`src/ir_occlusion_position_tracker_core_defines.svh`:
```
// assertion macros for the ir occlusion position tracker
// no dependencies; expects aclk and aresetn in the including scope
`ifndef IR_OCCLUSION_POSITION_TRACKER_CORE_DEFINES_SVH
`define IR_OCCLUSION_POSITION_TRACKER_CORE_DEFINES_SVH
`ifndef NO_ASSERTIONS
`define IOPT_ASSERT(lbl, prop, msg) \
    lbl: assert property (@(posedge aclk) disable iff (!aresetn) (prop)) else $error(msg);
`define IOPT_ASSERT_RST(lbl, prop, msg) \
    lbl: assert property (@(posedge aclk) (prop)) else $error(msg);
`else
`define IOPT_ASSERT(lbl, prop, msg)
`define IOPT_ASSERT_RST(lbl, prop, msg)
`endif
`endif

```
`src/iopt_pkg.sv`:
```
// shared types and constants for the ir occlusion position tracker
// no dependencies
package iopt_pkg;

    localparam int CHANNELS             = 6;
    localparam int SAMPLE_W             = 12;
    localparam int SUM_W                = 20;
    localparam int CMD_W                = 8;
    localparam int POS_W                = 3;
    localparam int DEFAULT_SAMPLE_COUNT = 16;

    localparam logic [SAMPLE_W-1:0] THRESHOLD_RESET = 12'd200;

    localparam logic [CMD_W-1:0] CMD_RECAL = 8'h43;
    localparam logic [CMD_W-1:0] CMD_QUERY = 8'h47;

    typedef enum logic [1:0] {
        KIND_REPORT = 2'd0,
        KIND_QUERY  = 2'd1,
        KIND_ERROR  = 2'd2
    } kind_t;

    typedef struct packed {
        kind_t              kind;
        logic [POS_W-1:0]   position;
        logic [CMD_W-1:0]   bad_command;
    } result_t;

    typedef struct packed {
        logic clear;
        logic accum;
        logic finish;
        logic track;
    } chan_ctrl_t;

endpackage

```
`src/iopt_channel.sv`:
```
// one sensor channel: calibration sum, ambient level, running average, cover test
// depends on iopt_pkg
module iopt_channel
    import iopt_pkg::*;
#(
    parameter int SAMPLE_COUNT = DEFAULT_SAMPLE_COUNT
) (
    input  logic                aclk,
    input  logic                aresetn,
    input  chan_ctrl_t          ctrl,
    input  logic [SAMPLE_W-1:0] sample,
    input  logic [SAMPLE_W-1:0] threshold,
    output logic                covered
);

    localparam int L      = $clog2(SAMPLE_COUNT);
    localparam int CAL_K  = SUM_W + L;
    localparam int CAL_MW = SUM_W + 2;
    localparam int CAL_PW = CAL_K + SAMPLE_W;
    localparam int T_W    = SAMPLE_W + 1;
    localparam int AVG_K  = T_W + L;
    localparam int AVG_MW = T_W + 2;
    localparam int AVG_PW = AVG_K + SAMPLE_W;

    localparam logic [CAL_MW-1:0] CAL_M =
        CAL_MW'(((64'd1 << CAL_K) + SAMPLE_COUNT - 1) / SAMPLE_COUNT);
    localparam logic [AVG_MW-1:0] AVG_M =
        AVG_MW'(((64'd1 << AVG_K) + SAMPLE_COUNT - 1) / SAMPLE_COUNT);
    localparam logic [T_W-1:0] ROUND_UP = T_W'(SAMPLE_COUNT - 1);

    logic [SUM_W-1:0]    sum_reg, sum_next;
    logic [SAMPLE_W-1:0] avg_reg, avg_next;
    logic [SAMPLE_W-1:0] amb_reg, amb_next;

    logic [SUM_W-1:0]    sum_acc;
    logic [CAL_PW-1:0]   cal_prod;
    logic [SAMPLE_W-1:0] mean;
    logic [T_W-1:0]      diff;
    logic                neg;
    logic [T_W-1:0]      mag;
    logic [T_W-1:0]      t_val;
    logic [AVG_PW-1:0]   avg_prod;
    logic [SAMPLE_W-1:0] step;
    logic [SAMPLE_W-1:0] avg_upd;
    logic [T_W-1:0]      drop;

    // truncated mean of the finished sum, by reciprocal
    assign sum_acc  = sum_reg + SUM_W'(sample);
    assign cal_prod = CAL_PW'(sum_acc) * CAL_PW'(CAL_M);
    assign mean     = cal_prod[CAL_K +: SAMPLE_W];

    // avg + floor((sample - avg) / n)
    assign diff     = {1'b0, sample} - {1'b0, avg_reg};
    assign neg      = diff[T_W-1];
    assign mag      = neg ? (~diff + T_W'(1)) : diff;
    assign t_val    = neg ? (mag + ROUND_UP) : mag;
    assign avg_prod = AVG_PW'(t_val) * AVG_PW'(AVG_M);
    assign step     = avg_prod[AVG_K +: SAMPLE_W];
    assign avg_upd  = neg ? (avg_reg - step) : (avg_reg + step);

    assign drop    = {1'b0, amb_reg} - {1'b0, avg_upd};
    assign covered = $signed(drop) >= $signed({1'b0, threshold});

    always_comb begin
        sum_next = sum_reg;
        avg_next = avg_reg;
        amb_next = amb_reg;
        if (ctrl.clear) begin
            sum_next = '0;
        end else if (ctrl.accum) begin
            sum_next = sum_acc;
            if (ctrl.finish) begin
                avg_next = mean;
                amb_next = mean;
            end
        end else if (ctrl.track) begin
            avg_next = avg_upd;
        end
    end

    always_ff @(posedge aclk) begin
        if (!aresetn) begin
            sum_reg <= '0;
            avg_reg <= '0;
            amb_reg <= '0;
        end else begin
            sum_reg <= sum_next;
            avg_reg <= avg_next;
            amb_reg <= amb_next;
        end
    end

endmodule

```
`src/iopt_out_reg.sv`:
```
// result register holding one finished result until the receiver takes it
// depends on iopt_pkg
module iopt_out_reg
    import iopt_pkg::*;
(
    input  logic    aclk,
    input  logic    aresetn,
    input  logic    load,
    input  result_t res_in,
    input  logic    taken,
    output logic    valid,
    output result_t res_out
);

    logic    valid_reg, valid_next;
    result_t res_reg;

    always_comb begin
        valid_next = valid_reg;
        if (load) begin
            valid_next = 1'b1;
        end else if (taken) begin
            valid_next = 1'b0;
        end
    end

    always_ff @(posedge aclk) begin
        if (!aresetn) begin
            valid_reg <= 1'b0;
        end else begin
            valid_reg <= valid_next;
        end
    end

    always_ff @(posedge aclk) begin
        if (load) begin
            res_reg <= res_in;
        end
    end

    assign valid   = valid_reg;
    assign res_out = res_reg;

endmodule

```
`src/ir_occlusion_position_tracker_core.sv`:
```
// ir occlusion position tracker: top level
// depends on iopt_pkg, iopt_channel, iopt_out_reg and the defines header
//
// s_ channel carries one item per transfer: a set of six 12-bit readings
// (s_tuser = 0) or a command byte (s_tuser = 1). m_ channel carries results:
// position change reports, query replies and unknown command errors.
// cfg_ channel writes the 12-bit cover threshold; write only while idle.
// An item transferred on s_ lands in an input register and is processed
// once the output register is free; its result, if any, is loaded into
// that register and shows on m_. One item per cycle is sustained while no
// result waits; average update and reciprocal divide are combinational.
// The first SAMPLE_COUNT sample sets after reset or a recalibrate command
// only build the ambient levels and give no result.
// Reset clears the result register, the input register and the tracking
// state, loads the threshold with 200 and starts a calibration.
// When m_tready is low the result waits in the output register; one more
// item is still taken into the input register, then s_tready drops.
`include "ir_occlusion_position_tracker_core_defines.svh"

module ir_occlusion_position_tracker_core
    import iopt_pkg::*;
#(
    parameter int SAMPLE_COUNT = DEFAULT_SAMPLE_COUNT
) (
    input  logic                aclk,
    input  logic                aresetn,
    input  logic                s_tvalid,
    output logic                s_tready,
    input  logic [79:0]         s_tdata,   // command_byte, sample_0 .. sample_5
    input  logic [0:0]          s_tuser,   // mode
    output logic                m_tvalid,
    input  logic                m_tready,
    output logic [15:0]         m_tdata,   // position, bad_command, zero fill
    output logic [1:0]          m_tuser,   // kind
    input  logic                cfg_valid,
    output logic                cfg_ready,
    input  logic [SAMPLE_W-1:0] cfg_data
);

    localparam int CNT_W = $clog2(SAMPLE_COUNT + 1);
    localparam logic [CNT_W-1:0] COUNT_END = CNT_W'(SAMPLE_COUNT);

    logic                               in_valid_reg, in_valid_next;
    logic                               in_mode_reg;
    logic [CMD_W-1:0]                   in_cmd_reg;
    logic [CHANNELS-1:0][SAMPLE_W-1:0]  in_samples_reg;

    logic [SAMPLE_W-1:0] threshold_reg, threshold_next;
    logic                calibrating_reg, calibrating_next;
    logic [CNT_W-1:0]    count_reg, count_next;
    logic [POS_W-1:0]    last_pos_reg, last_pos_next;

    logic                s_accept;
    logic                proc_fire;
    logic                out_valid;
    result_t             out_res;
    result_t             res;
    logic                res_load;
    chan_ctrl_t          ctrl;
    logic [CHANNELS-1:0] covered;
    logic [POS_W-1:0]    pos;
    logic [CNT_W-1:0]    count_plus;
    logic                is_recal;
    logic                is_query;

    assign s_accept  = s_tvalid && s_tready;
    assign proc_fire = in_valid_reg && (!out_valid || m_tready);
    assign s_tready  = !in_valid_reg || proc_fire;
    assign cfg_ready = 1'b1;

    // input register
    always_comb begin
        in_valid_next = in_valid_reg;
        if (s_accept) begin
            in_valid_next = 1'b1;
        end else if (proc_fire) begin
            in_valid_next = 1'b0;
        end
    end

    always_ff @(posedge aclk) begin
        if (!aresetn) begin
            in_valid_reg <= 1'b0;
        end else begin
            in_valid_reg <= in_valid_next;
        end
    end

    always_ff @(posedge aclk) begin
        if (s_accept) begin
            in_mode_reg    <= s_tuser[0];
            in_cmd_reg     <= s_tdata[7:0];
            in_samples_reg <= s_tdata[79:8];
        end
    end

    // item decode
    assign is_recal   = in_mode_reg && (in_cmd_reg == CMD_RECAL);
    assign is_query   = in_mode_reg && (in_cmd_reg == CMD_QUERY);
    assign count_plus = count_reg + CNT_W'(1);

    always_comb begin
        ctrl.clear  = proc_fire && is_recal;
        ctrl.accum  = proc_fire && !in_mode_reg && calibrating_reg;
        ctrl.finish = ctrl.accum && (count_plus >= COUNT_END);
        ctrl.track  = proc_fire && !in_mode_reg && !calibrating_reg;
    end

    for (genvar c = 0; c < CHANNELS; c++) begin : g_chan
        iopt_channel #(
            .SAMPLE_COUNT(SAMPLE_COUNT)
        ) u_chan (
            .aclk     (aclk),
            .aresetn  (aresetn),
            .ctrl     (ctrl),
            .sample   (in_samples_reg[c]),
            .threshold(threshold_reg),
            .covered  (covered[c])
        );
    end

    // deepest covered sensor wins
    always_comb begin
        pos = '0;
        for (int c = 0; c < CHANNELS; c++) begin
            if (covered[c]) begin
                pos = POS_W'(c + 1);
            end
        end
    end

    always_comb begin
        res      = '{kind: KIND_REPORT, position: pos, bad_command: '0};
        res_load = 1'b0;
        if (in_mode_reg) begin
            if (is_query) begin
                res      = '{kind: KIND_QUERY, position: last_pos_reg, bad_command: '0};
                res_load = proc_fire;
            end else if (!is_recal) begin
                res      = '{kind: KIND_ERROR, position: '0, bad_command: in_cmd_reg};
                res_load = proc_fire;
            end
        end else begin
            res_load = ctrl.track && (pos != last_pos_reg);
        end
    end

    // tracking state
    always_comb begin
        threshold_next   = threshold_reg;
        calibrating_next = calibrating_reg;
        count_next       = count_reg;
        last_pos_next    = last_pos_reg;
        if (cfg_valid && cfg_ready) begin
            threshold_next = cfg_data;
        end
        if (ctrl.clear) begin
            calibrating_next = 1'b1;
            count_next       = '0;
        end else if (ctrl.accum) begin
            count_next = count_plus;
            if (ctrl.finish) begin
                calibrating_next = 1'b0;
            end
        end
        if (ctrl.track && (pos != last_pos_reg)) begin
            last_pos_next = pos;
        end
    end

    always_ff @(posedge aclk) begin
        if (!aresetn) begin
            threshold_reg   <= THRESHOLD_RESET;
            calibrating_reg <= 1'b1;
            count_reg       <= '0;
            last_pos_reg    <= '0;
        end else begin
            threshold_reg   <= threshold_next;
            calibrating_reg <= calibrating_next;
            count_reg       <= count_next;
            last_pos_reg    <= last_pos_next;
        end
    end

    iopt_out_reg u_out (
        .aclk   (aclk),
        .aresetn(aresetn),
        .load   (res_load),
        .res_in (res),
        .taken  (m_tready),
        .valid  (out_valid),
        .res_out(out_res)
    );

    assign m_tvalid = out_valid;
    assign m_tuser  = out_res.kind;
    assign m_tdata  = {5'b0, out_res.bad_command, out_res.position};

    `IOPT_ASSERT(a_count_range, calibrating_reg |-> (count_reg < COUNT_END), "calibration count past end")
    `IOPT_ASSERT(a_report_change, (res_load && !in_mode_reg) |=> (last_pos_reg != $past(last_pos_reg)), "report without position change")
    `IOPT_ASSERT(a_load_free, res_load |-> (!out_valid || m_tready), "result register overwritten")
    `IOPT_ASSERT_RST(a_reset_state, !aresetn |=> (calibrating_reg && threshold_reg == THRESHOLD_RESET), "bad state after reset")

endmodule

```
`config.mk`:
```
export PLATFORM = sky130hd
export DESIGN_NAME = ir_occlusion_position_tracker_core
export DESIGN_NICKNAME = d
export VERILOG_FILES = /design/src/iopt_pkg.sv /design/src/iopt_channel.sv /design/src/iopt_out_reg.sv /design/src/ir_occlusion_position_tracker_core.sv
export VERILOG_INCLUDE_DIRS = /design/src /design/src/src
export SDC_FILE = /design/constraint.sdc
export NUM_CORES = 1
export LEC_CHECK = 0
export BUFFER_PORTS_ARGS = -buffer_cell sky130_fd_sc_hd__buf_4
export CORE_MARGIN = 2
export CORE_UTILIZATION = 34
export DETAILED_ROUTE_END_ITERATION = 8
export GPL_TIMING_DRIVEN = 0
export PLACE_DENSITY = 0.59
export SETUP_SLACK_MARGIN = 0.4
export SLEW_MARGIN = 20
export SYNTH_ARGS = -nofsm -noshare
export SYNTH_HDL_FRONTEND = slang
export SYNTH_SLANG_ARGS = --single-unit
```
`constraint.sdc`:
```
create_clock -name aclk -period 9.1 [get_ports aclk]
set_clock_uncertainty 0.05 [all_clocks]
set_input_delay 0.91 -clock aclk [delete_from_list [all_inputs] [get_ports aclk]]
set_output_delay 0.91 -clock aclk [all_outputs]
set_load 0.02 [all_outputs]
```
==> After elaboration in Yosys (flattened, before gate mapping) <==
Index checks and enable logic that the tools add are counted.
{ "classes": {"add_sub_neg": 43, "mul": 0, "div_mod_pow": 0, "order_cmp": 7, "n_eq_ne": 4, "n_shift": 0, "n_mux": 52, "n_bitwise": 9, "n_reduce_logical": 25} }
{ "ops": {"columns": ["operator", "n"], "rows": [
  ["$mux 12", 25],
  ["$mux 13", 13],
  ["$sub 12x12->13", 12],
  ["$add 20x12->20", 6],
  ["$add 13x1->13 const B", 6],
  ["$add 13x4->13 const B", 6],
  ["$ge 13x13->1", 6],
  ["$not 13->13", 6],
  ["$add 12x9->12", 6],
  ["$sub 12x9->12", 6],
  ["$eq 8x7->1 const B", 2],
  ["$mux 3", 5],
  ["$mux 11", 1],
  ["$logic_and 1x1->1", 10],
  ["$mux 1", 8],
  ["$reduce_and 3->1", 2],
  ["$reduce_bool 2->1", 3],
  ["$add 5x1->5 const B", 1],
  ["$ge 5x5->1 const B", 1],
  ["$logic_not 1->1", 4],
  ["$reduce_or 2->1", 2],
  ["$ne 3x3->1", 1],
  ["$not 1->1", 3],
  ["$reduce_or 3->1", 1],
  ["other kinds (3)", 4]
]} }
{ "word_totals": {"regBits": 381, "latchBits": 0, "ram_bits": 0, "romBits": 0, "input_bits": 98, "word_cells": 176, "memories": 0} }

==> Depth between registers and ports, before layout <==
{ "logic_depth": {"word_depth": 20, "depth_mapped": 46, "mapped_depth_nobuf": 46} }

==> Hierarchy <==
Synthesis repeated with hierarchy kept, for this count alone.
{ "unflattened": {"cells_unflattened": 4032, "hier_area_um2": 32886.5} }
{ "modules_own_cells": {"columns": ["module", "n_inst", "cells_per_inst", "area_per_inst_um2"], "rows": [
  ["iopt_channel (g_chan[2].u_chan ...)", 3, 640, 4854.7],
  ["iopt_channel (g_chan[1].u_chan)", 1, 624, 4755.8],
  ["iopt_channel (g_chan[5].u_chan)", 1, 632, 4749.6],
  ["iopt_channel (g_chan[0].u_chan)", 1, 623, 4735.8],
  ["ir_occlusion_position_tracker_core", 1, 217, 3649.8],
  ["iopt_out_reg", 1, 16, 431.7]
]} }

==> Least setup slack after synthesis <==
OpenSTA, ideal clock, no wires.
{ "synth_path": {"path_kind": "reg-to-reg", "start": "register in_samples_reg[36] (netlist name)", "end": "register u_out.res_reg, in the netlist u_out.res_out[0], enable pin", "setup_ns": 0.428, "arrival_time_ns": 8.051, "required_ns": 8.622, "path_slack_ns": 0.571, "stages_incl_launch_ff": 47, "n_path_buf": 2, "path_cell_list": "edfxtp_1 -> inv_1 -> ha_1 -> inv_1 -> fa_1 -> a211o_1 -> a21boi_1 -> o21ai_0 -> a2111oi_1 -> or2_2 -> clkbuf_1 -> clkbuf_1 -> nand2_1 -> nor2_1 -> xnor2_1 -> inv_1 -> ha_1 -> nor2_1 -> [11 not listed] -> o21a_1 -> nor2_1 -> o21bai_1 -> a21o_1 -> a21o_1 -> a21oi_1 -> xnor2_1 -> ha_1 -> o211ai_1 -> a21oi_1 -> o21ai_0 -> a221o_1 -> o41ai_1 -> nand3_1 -> a21oi_1 -> a31oi_1 -> o21ai_0 -> o21ai_0"} }
{ "synth_between": {"elab_chain_cells": 16, "word_cells_on_any_way": 17, "cone_classes": "add/sub (6); order compare (1); eq/ne (1); mux (7); bitwise (1); reduce/logical (1)"} }
{ "synth_rtl": {"columns": ["item", "line", "rtl"], "rows": [
  ["from (decl)", "ir_occlusion_position_tracker_core.sv:46", "logic [CHANNELS-1:0][SAMPLE_W-1:0] in_samples_reg;"],
  ["from (signal assigned)", "ir_occlusion_position_tracker_core.sv:93", "in_samples_reg <= s_tdata[79:8];"],
  ["$sub 12x12->13 (*)", "iopt_channel.sv:53", "assign diff = {1'b0, sample} - {1'b0, avg_reg};"],
  ["$not 13->13", "iopt_channel.sv:55", "assign mag = neg ? (~diff + T_W'(1)) : diff;"],
  ["$add 13x1->13", "iopt_channel.sv:55", null],
  ["$mux 13", "iopt_channel.sv:55", null],
  ["$add 13x4->13", "iopt_channel.sv:56", "assign t_val = neg ? (mag + ROUND_UP) : mag;"],
  ["$mux 13", "iopt_channel.sv:56", null],
  ["$add 12x9->12 / $sub 12x9->12 (equally long branches)", "iopt_channel.sv:59", "assign avg_upd = neg ? (avg_reg - step) : (avg_reg + step);"],
  ["$mux 12 (*)", "iopt_channel.sv:59", null],
  ["$sub 12x12->13 (*)", "iopt_channel.sv:61", "assign drop = {1'b0, amb_reg} - {1'b0, avg_upd};"],
  ["$ge 13x13->1 (*)", "iopt_channel.sv:62", "assign covered = $signed(drop) >= $signed({1'b0, threshold});"],
  ["$mux 3 (*) (3 in series)", "ir_occlusion_position_tracker_core.sv:126", "if (covered[c]) begin"],
  ["$ne 3x3->1 (*)", "ir_occlusion_position_tracker_core.sv:144", "res_load = ctrl.track && (pos != last_pos_reg);"],
  ["$logic_and 1x1->1 (*)", "ir_occlusion_position_tracker_core.sv:144", null],
  ["$mux 1 (*)", "ir_occlusion_position_tracker_core.sv:135", "if (in_mode_reg) begin"],
  ["via res_load", "ir_occlusion_position_tracker_core.sv:58", "logic res_load;"],
  ["to (signal assigned)", "iopt_out_reg.sv:37", "res_reg <= res_in;"],
  ["to (decl)", "iopt_out_reg.sv:16", "result_t res_reg;"]
]} }
The timed path passes the listed nets; every way through them passes the cells marked *.
A chain may end at the register's enable or synchronous reset.

==> Final worst setup path <==
Same ends and word-level chain as after synthesis.

==> impl_metrics.toml <==
[placed_design]
gp_congestion = 0.9111
hpwlAfterDp_um = 78180
dp_cells = 5122
preCtsSetupSlack_ns = -0.8611
portBuffers = 111
placed_cell_area_um2 = 33330

[logic_synthesis]
synthArstFlopShare_pct = 0
netlist_instances = 3829
avgSynthCellArea_um2 = 8.084
synth_cell_type_count = 108
synth-edff-count = 94
ys_seq_area_share_pct = 26.13
netlist_area_um2 = 30950
ys_warn_count = 0
synth_flop_cell = "dfxtp_1"
synth-seq-cells = 357

[clock_network]
numCtsBuffers = 47
cts_sinks = 357
ctsHoldBuffers = 0
cts_tree = "yes"
cts-htree-levels = 2
clockBufferDepth = 3
root_buffer = "clkbuf_16"
clkTransAtPathRegs_ns = 0.06
clk_latency_ns = 0.61

[setup_path]
cp_max_fo = 5
worstPathRequired_ns = 9.37
critPathKind = "reg2reg"
crit_path_top_delay_cell = "fa_2"
worst_setup_path_start_kind = "flop"
arrival_ns = 8.78
end_kind = "flop"
reg2reg_depth = 45
slowest_delay_ns = 0.58

[global_route]
grt_pass1_vias = 27010
overflow = 0
grt_max_degree = 44
antenna_found_initial = 3
grt_usage_pct = 21.25
grt_pass1_wl_um = 155700

[routing]
drc_errors = 0
highest_layer = "met5"
vias_per_cell = 5.465
wire_per_inst_um = 19.60
via_count = 28970
met2_length_um = 46430
ant_nets = 0
firstDrtPassIters = 5
drt-initial-drc-count = 2300
wl_met1_um = 47140
wl_met3_um = 6911
routed_wl_um = 103900

[floorplanning]
die_y_um = 305.7
die_w_um = 305.7
core_area_um2 = 90150
row_count = 110
start_util_pct = 34.34
io_pins = 119
dieArea_um2 = 93470

[finish]
finalNetCount = 4574
syn2layout_area_growth_pct = 19.59
regArea_um2 = 8093
final_cell_mix = "nand2_1, nor2_1, ha_1, a21oi_1, dfxtp_1"
largest_reg_flops = 96
fillers = 9127
final_cells = 5301
final_util_pct = 41.06
multi_input_area_um2 = 22790
final_layout_size_suffix_gt1_share_pct = 14.35
final_area_um2 = 37020
final_common_cell = "nand2_1"

[sta]
slew_headroom_pct = 12.03
drv_slew = 0
setup_viol = 0
worst_pin_slew_ns = 1.320
fmax_mhz = 117.5
period_share_pct = 93.49
rsz0062_at_grt = "true"
hold_viol_final = 0
period_needed_ns = 8.507
worst_slack_ns = 0.5927

[hold_path]
whs_path_depth = 2
hold_path_class = "reg2reg"

[job]
max_cap_violations = 0

[pwr]
p_clk_share_pct = 34.2
p_switching_w = 0.001891
intPower_w = 0.003594
powerDensity_nw_per_um2 = 148.2
switching_share_pct = 34.47
p_leak_nw = 15.08
pwr-share-seq_pct = 31.2
combPwrFrac_pct = 34.6
ir_worst_vdd_mv = 0.1378

[status]
status = "completed"
-- repair_timing --
action                     CTS  global route
setup endpoints to repair   20            19
gates resized for setup    100           227
setup buffers               30            61
pin swaps                   33           117
cloned                       1             0
-- synth_stat cells, types with 10 or more instances --
cell type,instances,area share (%)
a221oi_1,31,0.88
xor2_1,117,3.3
nor2_1,355,4.3
o2111ai_1,10,0.28
o211a_1,12,0.39
o31a_1,13,0.37
a31oi_1,23,0.46
dfxtp_1,263,17
nand2_1,430,5.2
o31ai_1,13,0.32
and2_1,29,0.59
a21o_1,101,2.4
buf_1,14,0.17
a21boi_0,49,1.2
nor3_1,88,1.4
and3_1,25,0.51
nand4_1,16,0.32
o21ai_0,211,3.4
or3_1,26,0.53
ha_1,365,15
o21ai_1,13,0.21
o211ai_1,34,0.82
edfxtp_1,94,9.1
mux2i_1,19,0.61
fa_1,24,1.6
o21a_1,51,1.2
xnor2_1,216,6.1
clkbuf_1,104,1.3
inv_1,242,2.9
a21oi_1,313,5.1
nor4_1,19,0.38
nor2b_1,47,0.95
nand2b_1,56,1.1
a211oi_1,66,1.6
o21bai_1,18,0.44
nand3_1,82,1.3
or2_2,15,0.30
a211o_1,10,0.28
-- stage by stage --
stage	setup TNS, ns	power (W)	hold slack [ns]
6_report	0	0.005485	0.4059
5_1_grt	0	0.005788	0.4074
2_1_floorplan	0	0.002996	0.3862
3_3_place_gp	-21.11	0.003395	0.3942
4_1_cts	0	0.005377	0.3951
3_5_place_dp	-12.38	0.003411	0.4010
-- logic make-up after synthesis --
group,synth area share [%]
AOI/OAI and AO/OA,23.59
xor gates and xnor gates,9.762
adders and majority gates,16.50
buffers and inverters,4.705
DFF,26.13
muxes,0.7599
other,0.02426
and+or+nand+nor,18.53
-- critical path, delay by kind of cell (launching register included) --
kind,cells,cell delay [ns]
flops,1,0.42
buf+inv,8,1.04
simple gates,7,0.75
fa+ha+maj,6,1.85
compound gates,22,3.86
xor+xnor,2,0.23
-- power by group through the flow --
| stage | combinational, W | clock [W] | sequential [W] |
|---|---|---|---|
| floorplan | 0.00127 | 0 | 0.00173 |
| global placement | 0.00165 | 0 | 0.00175 |
| detailed placement | 0.00166 | 0 | 0.00175 |
| CTS | 0.00175 | 0.00192 | 0.00171 |
| global route | 0.00211 | 0.00197 | 0.00172 |
| finish | 0.00190 | 0.00187 | 0.00171 |
-- final timing paths --
kind | slack, ns | endpoint | start
setup reg to reg | 0.59 | u_out.res_out[0]$_SDFFCE_PP0P_ | in_samples_reg[36]$_DFFE_PP_
hold / removal | 0.41 | g_chan[2].u_chan.amb_reg[0]$_SDFFE_PN0P_ | g_chan[2].u_chan.amb_reg[0]$_SDFFE_PN0P_
hold reg to reg | 0.41 | g_chan[2].u_chan.amb_reg[0]$_SDFFE_PN0P_ | g_chan[2].u_chan.amb_reg[0]$_SDFFE_PN0P_
setup / recovery | 0.59 | u_out.res_out[0]$_SDFFCE_PP0P_ | in_samples_reg[36]$_DFFE_PP_
-- layout make-up --
cell class | instances | area share, %
repair buffers | 205 | 4.289
clock buffers | 70 | 3.809
inverters | 243 | 2.464
flip-flops and latches | 357 | 21.86
plain buffers | 134 | 1.690
multi-input cells | 3099 | 61.56
well taps | 1176 | 3.975
diodes | 1 | 0.006760
clock inverters | 16 | 0.3448
-- per-layer routing --
metal	up-vias	global-route usage (%)
met5	-	0
met4	4	6.232
met3	191	3.522
met2	852	34.39
met1	13700	28.96
li1	14220	-
No activity file was read; power rests on OpenSTA's default activity.
